File: config.mk
export PLATFORM = sky130hd
export DESIGN_NAME = turtle_command_interpreter_unit
export DESIGN_NICKNAME = d
export VERILOG_FILES = /design/src/hw/rtl/tci_pkg.sv /design/src/hw/rtl/turtle_command_interpreter_unit.sv /design/src/hw/rtl/tci_dp.sv /design/src/hw/rtl/tci_ctrl.sv
export VERILOG_INCLUDE_DIRS = /design/src /design/src/hw/rtl
export SDC_FILE = /design/constraint.sdc
export NUM_CORES = 2
export LEC_CHECK = 0
export ABC_AREA = 1
export BUFFER_PORTS_ARGS = -buffer_cell sky130_fd_sc_hd__buf_2
export CAP_MARGIN = 20
export CORE_AREA = 2 2 696 698
export CTS_BUF_LIST = sky130_fd_sc_hd__clkbuf_4 sky130_fd_sc_hd__clkbuf_8 sky130_fd_sc_hd__clkbuf_16
export CTS_CLUSTER_DIAMETER = 50
export DETAILED_ROUTE_END_ITERATION = 6
export DIE_AREA = 0 0 698 700
export PLACE_DENSITY = 0.53
export SETUP_SLACK_MARGIN = 0.15
export SLEW_MARGIN = 20
export SYNTH_ARGS = -nofsm -noshare
export SYNTH_HDL_FRONTEND = slang
export SYNTH_HIERARCHICAL = 1
export SYNTH_SLANG_ARGS = --single-unit
File: constraint.sdc
create_clock -name clk -period 20 [get_ports clk]
set_clock_uncertainty 0.05 [all_clocks]
set_input_delay 1 -clock clk [delete_from_list [all_inputs] [get_ports clk]]
set_output_delay 1 -clock clk [all_outputs]
set_load 0.03 [all_outputs]
File: src/hw/rtl/turtle_command_interpreter_unit_assert.svh
// assertion macros used by the turtle interpreter datapath
`ifndef TURTLE_COMMAND_INTERPRETER_UNIT_ASSERT_SVH
`define TURTLE_COMMAND_INTERPRETER_UNIT_ASSERT_SVH

// same-cycle implication, checked on every clock outside reset
`define TCI_ASSERT_IMPLIES(label, ante, cons, msg) \
    label: assert property (@(posedge clk) disable iff (!rst_n) (ante) |-> (cons)) \
        else $error(msg);

// next-cycle implication
`define TCI_ASSERT_NEXT(label, ante, cons, msg) \
    label: assert property (@(posedge clk) disable iff (!rst_n) (ante) |=> (cons)) \
        else $error(msg);

`endif

File: src/hw/rtl/tci_pkg.sv
// shared types, constants and helper functions of the turtle interpreter
package tci_pkg;

    localparam int STACK_DEPTH_DEF = 32;
    localparam int COUNT_BITS_DEF  = 16;
    localparam int FRAC_BITS_DEF   = 16;
    localparam int POS_BITS        = 40;

    localparam logic [1:0] KIND_SEGMENT   = 2'd0;
    localparam logic [1:0] KIND_UNDERFLOW = 2'd1;
    localparam logic [1:0] KIND_OVERFLOW  = 2'd2;

    typedef struct packed {
        logic [7:0] char_code;
        logic       end_of_input;
    } in_item_t;

    typedef struct packed {
        logic [1:0]                 kind;
        logic signed [POS_BITS-1:0] start_x;
        logic signed [POS_BITS-1:0] start_y;
        logic signed [POS_BITS-1:0] end_x;
        logic signed [POS_BITS-1:0] end_y;
        logic                       last;
    } out_item_t;

    typedef enum logic [4:0] {
        OP_NONE,
        OP_DIGIT,
        OP_DRAW,
        OP_REP_CLEAR,
        OP_MUL_X,
        OP_ADD_X,
        OP_ADD_Y,
        OP_EMIT_SEG,
        OP_HOME,
        OP_ORIGIN,
        OP_PUSH_INIT,
        OP_PUSH,
        OP_POP_RD,
        OP_POP_LD,
        OP_TURN_L,
        OP_TURN_R,
        OP_EMIT_ERR
    } dp_op_t;

    // controller to datapath
    typedef struct packed {
        dp_op_t     op;
        logic       snap;
        logic       move_dist;
        logic [3:0] digit;
        logic       seg_last;
        logic [1:0] err_kind;
    } dp_cmd_t;

    // datapath to controller
    typedef struct packed {
        logic pending_nz;
        logic push_ovf;
        logic pop_unf;
        logic rep_zero;
        logic push_done;
        logic out_free;
    } dp_stat_t;

    // sine of a 15-degree multiple, rounded half up to frac fraction bits
    function automatic longint trig_q(input int idx, input int frac);
        longint v;
        case (idx)
            0:       v = 64'd0;
            1:       v = 64'd25882;
            2:       v = 64'd50000;
            3:       v = 64'd70711;
            4:       v = 64'd86603;
            5:       v = 64'd96593;
            default: v = 64'd100000;
        endcase
        return ((v << frac) + 64'd50000) / 64'd100000;
    endfunction

    // remainder by 24 of a value below 256
    function automatic logic [4:0] mod24(input logic [7:0] x);
        logic [4:0] q;
        q = x[7:3];
        if (q >= 5'd24) q = q - 5'd24;
        if (q >= 5'd12) q = q - 5'd12;
        if (q >= 5'd6)  q = q - 5'd6;
        if (q >= 5'd3)  q = q - 5'd3;
        return {q[1:0], x[2:0]};
    endfunction

endpackage

File: src/hw/rtl/turtle_command_interpreter_unit.sv
// Turtle command interpreter, top level. One character is taken per transaction and the
// block works on it alone until done. Digits, 'd' and ignored characters are decoded, with a
// check for a pending line when end_of_input is set. Commands other than 'u', '[' and ']'
// are decoded, then carried out. A flushed line adds steps where one shared multiplier forms
// the x then the y product, each followed by a saturating add, then the result register is
// loaded after any output wait; 'u' adds the multiply and add steps for its move, which emits
// nothing. A push of n entries loads a counter, writes one entry a cycle into the single-port
// stack memory, then checks the counter; a pop reads, then loads, as the memory read is
// registered, and does neither for a zero repeat count. A stack error waits on the output
// register. An error result halts the block until reset; later characters are taken and
// dropped. Stack contents need no clearing pass: only entries below the fill count are ever read.
module turtle_command_interpreter_unit #(
    parameter int STACK_DEPTH = tci_pkg::STACK_DEPTH_DEF,
    parameter int COUNT_BITS  = tci_pkg::COUNT_BITS_DEF,
    parameter int FRAC_BITS   = tci_pkg::FRAC_BITS_DEF
) (
    input  logic               clk,
    input  logic               rst_n,
    input  logic               in_valid,
    output logic               in_stall,
    input  tci_pkg::in_item_t  in_data,
    output logic               out_valid,
    input  logic               out_stall,
    output tci_pkg::out_item_t out_data
);
    tci_pkg::dp_cmd_t  cmd;
    tci_pkg::dp_stat_t stat;

    // sequencing
    tci_ctrl u_ctrl (
        .clk      (clk),
        .rst_n    (rst_n),
        .in_valid (in_valid),
        .in_stall (in_stall),
        .in_data  (in_data),
        .cmd      (cmd),
        .stat     (stat)
    );

    // arithmetic, stack and output register
    tci_dp #(
        .STACK_DEPTH (STACK_DEPTH),
        .COUNT_BITS  (COUNT_BITS),
        .FRAC_BITS   (FRAC_BITS)
    ) u_dp (
        .clk       (clk),
        .rst_n     (rst_n),
        .cmd       (cmd),
        .stat      (stat),
        .out_valid (out_valid),
        .out_stall (out_stall),
        .out_data  (out_data)
    );

endmodule

File: src/hw/rtl/tci_dp.sv
// datapath: position, heading, counters, shared multiplier, stack memory, output register
`include "turtle_command_interpreter_unit_assert.svh"
module tci_dp #(
    parameter int STACK_DEPTH = tci_pkg::STACK_DEPTH_DEF,
    parameter int COUNT_BITS  = tci_pkg::COUNT_BITS_DEF,
    parameter int FRAC_BITS   = tci_pkg::FRAC_BITS_DEF
) (
    input  logic                clk,
    input  logic                rst_n,
    input  tci_pkg::dp_cmd_t    cmd,
    output tci_pkg::dp_stat_t   stat,
    output logic                out_valid,
    input  logic                out_stall,
    output tci_pkg::out_item_t  out_data
);
    localparam int PB  = tci_pkg::POS_BITS;
    localparam int CB  = COUNT_BITS;
    localparam int AW  = (STACK_DEPTH > 1) ? $clog2(STACK_DEPTH) : 1;
    localparam int FW  = $clog2(STACK_DEPTH + 1);
    localparam int MW  = FRAC_BITS + 1;
    localparam int PW  = CB + MW;
    localparam int SW  = ((PW > PB) ? PW : PB) + 2;
    localparam int CW  = ((CB > FW) ? CB : FW) + 1;
    localparam int DPW = CB + 4;
    localparam int EW  = 2 * PB + 5;

    localparam logic [CB-1:0] COUNT_MAX = {CB{1'b1}};
    localparam logic [4:0] MAX_MOD = 5'(((longint'(1) << COUNT_BITS) - 1) % 24);
    localparam logic signed [SW-1:0] POS_HI = SW'((longint'(1) << (PB - 1)) - 1);
    localparam logic signed [SW-1:0] POS_LO = SW'(-(longint'(1) << (PB - 1)));

    // trig magnitudes; the eighth entry wraps to the first
    localparam logic [MW-1:0] TRIG [8] = '{
        MW'(tci_pkg::trig_q(0, FRAC_BITS)), MW'(tci_pkg::trig_q(1, FRAC_BITS)),
        MW'(tci_pkg::trig_q(2, FRAC_BITS)), MW'(tci_pkg::trig_q(3, FRAC_BITS)),
        MW'(tci_pkg::trig_q(4, FRAC_BITS)), MW'(tci_pkg::trig_q(5, FRAC_BITS)),
        MW'(tci_pkg::trig_q(6, FRAC_BITS)), MW'(tci_pkg::trig_q(0, FRAC_BITS))
    };

    logic signed [PB-1:0] pos_x_reg, pos_y_reg;
    logic [4:0]           heading_reg;
    logic [CB-1:0]        rep_reg;
    logic [4:0]           rep_mod_reg;
    logic [CB-1:0]        pend_reg;
    logic [FW-1:0]        fill_reg;
    logic                 out_valid_reg;

    logic [CB-1:0]        rep_item_reg;
    logic [4:0]           rep_item_mod_reg;
    logic [CB-1:0]        cnt_reg;
    logic [PW-1:0]        prod_reg;
    logic signed [PB-1:0] seg_sx_reg, seg_sy_reg;
    logic [EW-1:0]        rd_reg;
    tci_pkg::out_item_t   out_reg;

    logic [EW-1:0]        mem [STACK_DEPTH];

    logic [4:0]           h;
    logic [2:0]           ix, iy;
    logic                 negx, negy;
    logic [CB-1:0]        mul_dist;
    logic [MW-1:0]        mag;
    logic signed [SW-1:0] acc, prod_s, sum;
    logic signed [PB-1:0] sat_pos;
    logic                 add_neg;
    logic [DPW-1:0]       dig_prod;
    logic [CB:0]          draw_sum;
    logic [5:0]           hsum_l, hsum_r;
    logic [FW-1:0]        pop_fill;

    // heading to direction: table index and sign per quadrant
    always_comb
    begin
        h = heading_reg;
        if (h < 5'd7)
        begin
            ix = 3'(h);            iy = 3'(5'd6 - h);  negx = 1'b1; negy = 1'b1;
        end
        else if (h < 5'd13)
        begin
            ix = 3'(5'd12 - h);    iy = 3'(h - 5'd6);  negx = 1'b1; negy = 1'b0;
        end
        else if (h < 5'd19)
        begin
            ix = 3'(h - 5'd12);    iy = 3'(5'd18 - h); negx = 1'b0; negy = 1'b0;
        end
        else
        begin
            ix = 3'(5'd24 - h);    iy = 3'(h - 5'd18); negx = 1'b0; negy = 1'b1;
        end
    end

    // shared multiplier operands and saturating coordinate adder
    always_comb
    begin
        mul_dist = cmd.move_dist ? rep_item_reg : pend_reg;
        mag      = (cmd.op == tci_pkg::OP_MUL_X) ? TRIG[ix] : TRIG[iy];
        add_neg  = (cmd.op == tci_pkg::OP_ADD_X) ? negx : negy;
        acc      = (cmd.op == tci_pkg::OP_ADD_X) ? SW'(pos_x_reg) : SW'(pos_y_reg);
        prod_s   = $signed({{(SW-PW){1'b0}}, prod_reg});
        sum      = add_neg ? (acc - prod_s) : (acc + prod_s);
        if (sum > POS_HI)
            sat_pos = PB'(POS_HI);
        else if (sum < POS_LO)
            sat_pos = PB'(POS_LO);
        else
            sat_pos = sum[PB-1:0];
    end

    // repeat, pending distance, heading and stack fill arithmetic
    always_comb
    begin
        dig_prod = DPW'(rep_reg) * DPW'(cmd.digit);
        draw_sum = (CB+1)'(pend_reg) + (CB+1)'(rep_reg);
        hsum_l   = 6'(heading_reg) + 6'(rep_item_mod_reg);
        hsum_r   = 6'(heading_reg) + 6'd24 - 6'(rep_item_mod_reg);
        pop_fill = fill_reg - FW'(rep_item_reg);
    end

    // status
    always_comb
    begin
        stat.pending_nz = (pend_reg != '0);
        stat.push_ovf   = CW'(rep_item_reg) > (CW'(STACK_DEPTH) - CW'(fill_reg));
        stat.pop_unf    = CW'(rep_item_reg) > CW'(fill_reg);
        stat.rep_zero   = (rep_item_reg == '0);
        stat.push_done  = (cnt_reg == '0);
        stat.out_free   = !out_valid_reg || !out_stall;
    end

    // turtle state and output handshake
    always_ff @(posedge clk or negedge rst_n)
    begin
        if (!rst_n)
        begin
            pos_x_reg     <= '0;
            pos_y_reg     <= '0;
            heading_reg   <= '0;
            rep_reg       <= CB'(1);
            rep_mod_reg   <= 5'd1;
            pend_reg      <= '0;
            fill_reg      <= '0;
            out_valid_reg <= 1'b0;
        end
        else
        begin
            if (!out_stall)
                out_valid_reg <= 1'b0;
            case (cmd.op)
                tci_pkg::OP_DIGIT:
                begin
                    if (dig_prod > DPW'(COUNT_MAX))
                    begin
                        rep_reg     <= COUNT_MAX;
                        rep_mod_reg <= MAX_MOD;
                    end
                    else
                    begin
                        rep_reg     <= dig_prod[CB-1:0];
                        rep_mod_reg <= tci_pkg::mod24(8'(rep_mod_reg) * 8'(cmd.digit));
                    end
                end
                tci_pkg::OP_DRAW:
                begin
                    pend_reg    <= draw_sum[CB] ? COUNT_MAX : draw_sum[CB-1:0];
                    rep_reg     <= CB'(1);
                    rep_mod_reg <= 5'd1;
                end
                tci_pkg::OP_REP_CLEAR:
                begin
                    rep_reg     <= CB'(1);
                    rep_mod_reg <= 5'd1;
                end
                tci_pkg::OP_ADD_X:
                    pos_x_reg <= sat_pos;
                tci_pkg::OP_ADD_Y:
                    pos_y_reg <= sat_pos;
                tci_pkg::OP_EMIT_SEG:
                begin
                    pend_reg      <= '0;
                    out_valid_reg <= 1'b1;
                end
                tci_pkg::OP_HOME:
                begin
                    pos_x_reg   <= '0;
                    pos_y_reg   <= '0;
                    heading_reg <= '0;
                end
                tci_pkg::OP_ORIGIN:
                begin
                    pos_x_reg <= '0;
                    pos_y_reg <= '0;
                end
                tci_pkg::OP_PUSH:
                    fill_reg <= fill_reg + FW'(1);
                tci_pkg::OP_POP_RD:
                    fill_reg <= pop_fill;
                tci_pkg::OP_POP_LD:
                begin
                    pos_x_reg   <= rd_reg[EW-1 -: PB];
                    pos_y_reg   <= rd_reg[EW-PB-1 -: PB];
                    heading_reg <= rd_reg[4:0];
                end
                tci_pkg::OP_TURN_L:
                    heading_reg <= 5'((hsum_l >= 6'd24) ? (hsum_l - 6'd24) : hsum_l);
                tci_pkg::OP_TURN_R:
                    heading_reg <= 5'((hsum_r >= 6'd24) ? (hsum_r - 6'd24) : hsum_r);
                tci_pkg::OP_EMIT_ERR:
                    out_valid_reg <= 1'b1;
                default:
                begin
                end
            endcase
        end
    end

    // payload registers
    always_ff @(posedge clk)
    begin
        if (cmd.snap)
        begin
            rep_item_reg     <= rep_reg;
            rep_item_mod_reg <= rep_mod_reg;
        end
        case (cmd.op)
            tci_pkg::OP_MUL_X:
            begin
                prod_reg   <= PW'(mul_dist) * PW'(mag);
                seg_sx_reg <= pos_x_reg;
                seg_sy_reg <= pos_y_reg;
            end
            tci_pkg::OP_ADD_X:
                prod_reg <= PW'(mul_dist) * PW'(mag);
            tci_pkg::OP_PUSH_INIT:
                cnt_reg <= rep_item_reg;
            tci_pkg::OP_PUSH:
                cnt_reg <= cnt_reg - CB'(1);
            tci_pkg::OP_EMIT_SEG:
            begin
                out_reg.kind    <= tci_pkg::KIND_SEGMENT;
                out_reg.start_x <= seg_sx_reg;
                out_reg.start_y <= seg_sy_reg;
                out_reg.end_x   <= pos_x_reg;
                out_reg.end_y   <= pos_y_reg;
                out_reg.last    <= cmd.seg_last;
            end
            tci_pkg::OP_EMIT_ERR:
            begin
                out_reg.kind    <= cmd.err_kind;
                out_reg.start_x <= '0;
                out_reg.start_y <= '0;
                out_reg.end_x   <= '0;
                out_reg.end_y   <= '0;
                out_reg.last    <= 1'b1;
            end
            default:
            begin
            end
        endcase
    end

    // stack memory, one write or one registered read per cycle
    always_ff @(posedge clk)
    begin
        if (cmd.op == tci_pkg::OP_PUSH)
            mem[fill_reg[AW-1:0]] <= {pos_x_reg, pos_y_reg, heading_reg};
        if (cmd.op == tci_pkg::OP_POP_RD)
            rd_reg <= mem[pop_fill[AW-1:0]];
    end

    assign out_valid = out_valid_reg;
    assign out_data  = out_reg;

    `TCI_ASSERT_IMPLIES(a_fill_bound, 1'b1, fill_reg <= FW'(STACK_DEPTH), "stack fill beyond depth")
    `TCI_ASSERT_IMPLIES(a_emit_free, (cmd.op == tci_pkg::OP_EMIT_SEG) || (cmd.op == tci_pkg::OP_EMIT_ERR), !out_valid_reg || !out_stall, "result written over a held transaction")
    `TCI_ASSERT_NEXT(a_err_out, cmd.op == tci_pkg::OP_EMIT_ERR, out_valid_reg && (out_reg.kind != tci_pkg::KIND_SEGMENT) && out_reg.last, "error result not presented")
    `TCI_ASSERT_IMPLIES(a_pop_range, cmd.op == tci_pkg::OP_POP_RD, !stat.pop_unf && !stat.rep_zero, "pop outside the filled stack")

endmodule

File: src/hw/rtl/tci_ctrl.sv
// controller: character decode and command sequencing
module tci_ctrl (
    input  logic               clk,
    input  logic               rst_n,
    input  logic               in_valid,
    output logic               in_stall,
    input  tci_pkg::in_item_t  in_data,
    output tci_pkg::dp_cmd_t   cmd,
    input  tci_pkg::dp_stat_t  stat
);
    localparam logic [7:0] CH_0   = 8'h30;
    localparam logic [7:0] CH_9   = 8'h39;
    localparam logic [7:0] CH_D   = 8'h64;
    localparam logic [7:0] CH_U   = 8'h75;
    localparam logic [7:0] CH_R   = 8'h72;
    localparam logic [7:0] CH_O   = 8'h6F;
    localparam logic [7:0] CH_LBR = 8'h5B;
    localparam logic [7:0] CH_RBR = 8'h5D;
    localparam logic [7:0] CH_LT  = 8'h3C;
    localparam logic [7:0] CH_GT  = 8'h3E;

    typedef enum logic [3:0] {
        S_IDLE,
        S_DECODE,
        S_EOI_CHK,
        S_MUL_X,
        S_ADD_X,
        S_ADD_Y,
        S_EMIT_SEG,
        S_ACT,
        S_PUSH,
        S_POP_RD,
        S_POP_LD,
        S_EMIT_ERR
    } state_t;

    typedef enum logic [1:0] {
        MODE_PRE,
        MODE_POST,
        MODE_MOVE
    } mode_t;

    state_t     state_reg, state_next;
    mode_t      mode_reg, mode_next;
    logic [7:0] char_reg, char_next;
    logic       eoi_reg, eoi_next;
    logic       halted_reg, halted_next;

    logic is_digit, is_cmd, err_ahead;

    // character classes
    always_comb
    begin
        is_digit  = (char_reg >= CH_0) && (char_reg <= CH_9);
        is_cmd    = (char_reg == CH_U) || (char_reg == CH_R) || (char_reg == CH_O) ||
                    (char_reg == CH_LBR) || (char_reg == CH_RBR) ||
                    (char_reg == CH_LT) || (char_reg == CH_GT);
        err_ahead = ((char_reg == CH_LBR) && stat.push_ovf) ||
                    ((char_reg == CH_RBR) && stat.pop_unf);
    end

    // next state and datapath command
    always_comb
    begin
        state_next  = state_reg;
        mode_next   = mode_reg;
        char_next   = char_reg;
        eoi_next    = eoi_reg;
        halted_next = halted_reg;
        cmd         = '0;
        cmd.op      = tci_pkg::OP_NONE;
        cmd.move_dist = (mode_reg == MODE_MOVE);
        unique case (state_reg)
            S_IDLE:
            begin
                if (in_valid)
                begin
                    char_next  = in_data.char_code;
                    eoi_next   = in_data.end_of_input;
                    state_next = S_DECODE;
                end
            end
            S_DECODE:
            begin
                cmd.snap = 1'b1;
                if (halted_reg)
                    state_next = S_IDLE;
                else if (is_digit)
                begin
                    cmd.op     = tci_pkg::OP_DIGIT;
                    cmd.digit  = char_reg[3:0];
                    state_next = eoi_reg ? S_EOI_CHK : S_IDLE;
                end
                else if (char_reg == CH_D)
                begin
                    cmd.op     = tci_pkg::OP_DRAW;
                    state_next = eoi_reg ? S_EOI_CHK : S_IDLE;
                end
                else if (is_cmd)
                begin
                    cmd.op = tci_pkg::OP_REP_CLEAR;
                    if (stat.pending_nz)
                    begin
                        mode_next  = MODE_PRE;
                        state_next = S_MUL_X;
                    end
                    else
                        state_next = S_ACT;
                end
                else
                    state_next = eoi_reg ? S_EOI_CHK : S_IDLE;
            end
            S_EOI_CHK:
            begin
                if (stat.pending_nz)
                begin
                    mode_next  = MODE_POST;
                    state_next = S_MUL_X;
                end
                else
                    state_next = S_IDLE;
            end
            S_MUL_X:
            begin
                cmd.op     = tci_pkg::OP_MUL_X;
                state_next = S_ADD_X;
            end
            S_ADD_X:
            begin
                cmd.op     = tci_pkg::OP_ADD_X;
                state_next = S_ADD_Y;
            end
            S_ADD_Y:
            begin
                cmd.op     = tci_pkg::OP_ADD_Y;
                state_next = (mode_reg == MODE_MOVE) ? S_IDLE : S_EMIT_SEG;
            end
            S_EMIT_SEG:
            begin
                if (stat.out_free)
                begin
                    cmd.op       = tci_pkg::OP_EMIT_SEG;
                    cmd.seg_last = (mode_reg == MODE_POST) || !err_ahead;
                    state_next   = (mode_reg == MODE_PRE) ? S_ACT : S_IDLE;
                end
            end
            S_ACT:
            begin
                state_next = S_IDLE;
                case (char_reg)
                    CH_U:
                    begin
                        mode_next  = MODE_MOVE;
                        state_next = S_MUL_X;
                    end
                    CH_R:  cmd.op = tci_pkg::OP_HOME;
                    CH_O:  cmd.op = tci_pkg::OP_ORIGIN;
                    CH_LBR:
                    begin
                        if (stat.push_ovf)
                            state_next = S_EMIT_ERR;
                        else
                        begin
                            cmd.op     = tci_pkg::OP_PUSH_INIT;
                            state_next = S_PUSH;
                        end
                    end
                    CH_RBR:
                    begin
                        if (stat.pop_unf)
                            state_next = S_EMIT_ERR;
                        else if (!stat.rep_zero)
                            state_next = S_POP_RD;
                    end
                    CH_LT: cmd.op = tci_pkg::OP_TURN_L;
                    CH_GT: cmd.op = tci_pkg::OP_TURN_R;
                    default:
                    begin
                    end
                endcase
            end
            S_PUSH:
            begin
                if (stat.push_done)
                    state_next = S_IDLE;
                else
                    cmd.op = tci_pkg::OP_PUSH;
            end
            S_POP_RD:
            begin
                cmd.op     = tci_pkg::OP_POP_RD;
                state_next = S_POP_LD;
            end
            S_POP_LD:
            begin
                cmd.op     = tci_pkg::OP_POP_LD;
                state_next = S_IDLE;
            end
            S_EMIT_ERR:
            begin
                if (stat.out_free)
                begin
                    cmd.op       = tci_pkg::OP_EMIT_ERR;
                    cmd.err_kind = (char_reg == CH_LBR) ? tci_pkg::KIND_OVERFLOW
                                                        : tci_pkg::KIND_UNDERFLOW;
                    halted_next  = 1'b1;
                    state_next   = S_IDLE;
                end
            end
            default:
                state_next = S_IDLE;
        endcase
    end

    // state and registered controls
    always_ff @(posedge clk or negedge rst_n)
    begin
        if (!rst_n)
        begin
            state_reg  <= S_IDLE;
            mode_reg   <= MODE_PRE;
            char_reg   <= '0;
            eoi_reg    <= 1'b0;
            halted_reg <= 1'b0;
        end
        else
        begin
            state_reg  <= state_next;
            mode_reg   <= mode_next;
            char_reg   <= char_next;
            eoi_reg    <= eoi_next;
            halted_reg <= halted_next;
        end
    end

    assign in_stall = (state_reg != S_IDLE);

endmodule

==> metrics <==
drt drc=0; Net Count, Synth=between 10000 and 15000; maximum vdd ir drop=around 0.086 mV; clk_lat worst skew=1.00 ns; Final Max Tran Viols=0; Final Cell Area=0.1661 sq mm; number of buffers created by CTS=roughly 390; drt initial violations=a little over 9000; Req. time, crit path=slightly above 20 ns; Vias/cell=slightly above 5; routed len/inst=roughly 25 um; CP Class=reg2reg; crit path max fanout=32; Worst slew margin=0.2373; CP max-delay cell=fa_1; site row count=about 260; Final HPWL DP=around 250000 um; Initial Util=0.2988; Die Y=around 700 um; Max clock buf depth=4; Primary FF master, synth=edfxtp_1; Die Area=0.4886 sq mm; max incr delay on CP=approximately 0.56 ns; CP most frequent cell=inv_1; CP bufs+invs=10; 1st-pass router iterations=6; Cells after Synth=roughly 11000; Reg-to-Reg End=u_dp/prod_reg[25]; Leak=roughly 57 nW; max reg flops=~2700; CP arrival=12.38 ns; synthesized flop and latch total=~3300; CTS clock-pin slew for the worst setup and hold paths=roughly 0.060 ns; Hold Path Class=in2async; critical path capture point type=register; first-pass GRT wire length=632000 um; Core ar.=a little under 0.5 sq mm; DRT Wirelength=440700 um; end point of the critical path=u_dp/prod_reg[25]; number of antenna violations at the first check in global routing=17; via count=between 90000 and 100k; buffers added on ports=approximately 180; number of nets in the layout=11547; Reg-to-Reg Start=u_dp/fill_reg[1]; I/O pin cnt=~180; CTS tree=built; Setup violations, final=0; final worst path period share=0.5845; Sinks on Clock Net=3263; vias in the first global route=87824; GPL Wtd Cong=0.8772; root buf cell=clkbuf_16; mean post-synth cell area=13.30 sq um; Stages on worst setup path=42; DR WL met3=between 20000 and 30000 um; Resize count post-CTS=0; Synth cell types=66; Post-DP Area=0.1530 sq mm; largest net degree at the start of global routing=194; GRT overflow=0; final hold vios=0; largest family of logic cells by synthesized area=compound AO/OA/AOI/OAI gates; Max Fclk=85.55 MHz; Post-Synth Simple-Gate Area=0.07747; routed wl met2=slightly above 200000 um; Syn. warnings=6; Top Layer Used=met4; post-synthesis adder-cell area fraction=0.05593; Max-Cap Viols=0; Min Hold Slack=between 0.03 and 0.04 ns; mux contribution to synthesized area=0.04749; Post-CTS Setup Repair Bufs=0; Die W=698 um; highest-count cells in the layout ignoring fill and taps=edfxtp_1, nand2_1, nor2_1; final critical-path required period=~12 ns; setup tns final=0 ns; Layout area overhead=15.56%; share of cells above drive strength 1=0.1097; Worst-Margin Slew=about 1.1 ns; Total GRT Usage=0.1744; r2r setup slk=~8.3 ns; register area share after synthesis=0.6765; share of flip-flops with an asynchronous set or reset=0.04444; unrepaired setup endpoints after global routing=false; met1 wire length=around 190000 um; mapped cell area=0.1438 sq mm; Worst Setup SP=u_dp/fill_reg[1]; status=finished, final reports clean; post-synthesis compound-gate area fraction=0.09250; pwr/cell area=87.73 mW/mm^2; Top delay family on crit path=adder cells; post-route ant nets=0; commonest non-fill, non-tap cell in the layout=edfxtp_1; crit start category=register; post-cts hold buffer count=0; Worst Reg-to-Reg Cells=42; H-Tree Depth=5; XOR/XNOR share of the synthesized area=0.009199; number of enable flip-flop cells after synthesis=around 3100
-- cells by family (layout without fill, tap and decap cells) --
kind of cell	count (synthesis)	in the layout
adder cells (fa/ha/maj)	504	504
flip-flops	3263	3263
XOR/XNOR	148	148
AO/OA/AOI/OAI	2001	2001
buffers and inverters	1542	2092
multiplexers	682	682
AND/OR/NAND/NOR	2669	2669
other	0	10
-- report_power, final --
part           leakage (nW)           switching, mW  internal, mW
Combinational          27.8                 0.00740       0.00108
Clock                  6.50                    2.98          4.21
Sequential             22.7  0.00000000000000000427          7.37
-- cell type report --
class | instances | area, sq um
Fill cell | 47075 | 315000
Sequential cell | 3263 | 97260
Multi-Input combinational cell | 6004 | 40990
Clock buffer | 485 | 10510
Tap cell | 6425 | 8039
Inverter | 942 | 3575
Timing Repair Buffer | 430 | 3119
Clock inverter | 235 | 2609
Antenna cell | 10 | 25.02
-- worst register-to-register path: cells and delay by family (launching register included) --
family	cells	cell delay, ns
AOI/OAI and AO/OA	10	2.71
and+or+nand+nor	12	2.87
adders and majority gates	9	4.07
DFF	1	0.47
buffers and inverters	10	1.14
xor gates and xnor gates	1	0.17
-- synth_stat cells, types with 15 or more instances --
cell type	count	area, sq um
edfxtp_1	3118	93630
nand2_1	1099	4125
nor2_1	987	3705
inv_1	916	3438
o21ai_0	866	4334
o221ai_1	689	6035
mux2i_1	681	6817
clkbuf_1	513	1926
nand3_1	354	1772
ha_1	273	3416
fa_1	231	4624
a21oi_1	163	815.8
dfrtp_1	143	3578
a31oi_1	107	669.4
xor2_1	95	832.1
a32oi_1	85	744.5
nand3b_1	81	608.1
xnor2_1	51	446.7
buf_2	50	250.2
or2_2	43	269.0
nor3_1	38	190.2
buf_1	30	112.6
inv_2	22	82.58
nand4_1	21	131.4
nor4_1	15	93.84
-- metal layers --
metal  vias up  GRT usage
li1      40315          -
met1     46187     0.2421
met2      2987     0.2865
met3       573    0.02560
met4         0    0.04403
met5         -          0
-- stage by stage --
stage / cells / util / setup WS, ns / power, mW
floorplan: 10809 / - / 7.016 / 7.514
global placement: 17063 / 0.3179 / 8.527 / 7.523
detailed placement: 17063 / 0.3179 / 8.263 / 7.523
CTS: 17783 / 0.3452 / 8.277 / 14.72
global route: 17786 / 0.3452 / 7.461 / 14.98
finish: 17794 / 0.3453 / 8.311 / 14.57
-- worst min-delay path by stage --
stage                   startpoint            endpoint  slack, ns  depth (start not counted)
floorplan           u_dp/rd_reg[0]           u_dp/h[0]       0.39                          2
global placement    u_dp/rd_reg[0]           u_dp/h[0]       0.42                          2
detailed placement  u_dp/rd_reg[0]           u_dp/h[0]       0.42                          2
CTS                          rst_n  u_dp/pos_y_reg[22]       0.01                          1
global route                 rst_n  u_dp/pos_y_reg[20]       0.07                          1
finish                       rst_n  u_dp/pos_y_reg[22]       0.04                          1
Power figures use the tool's default switching activity.
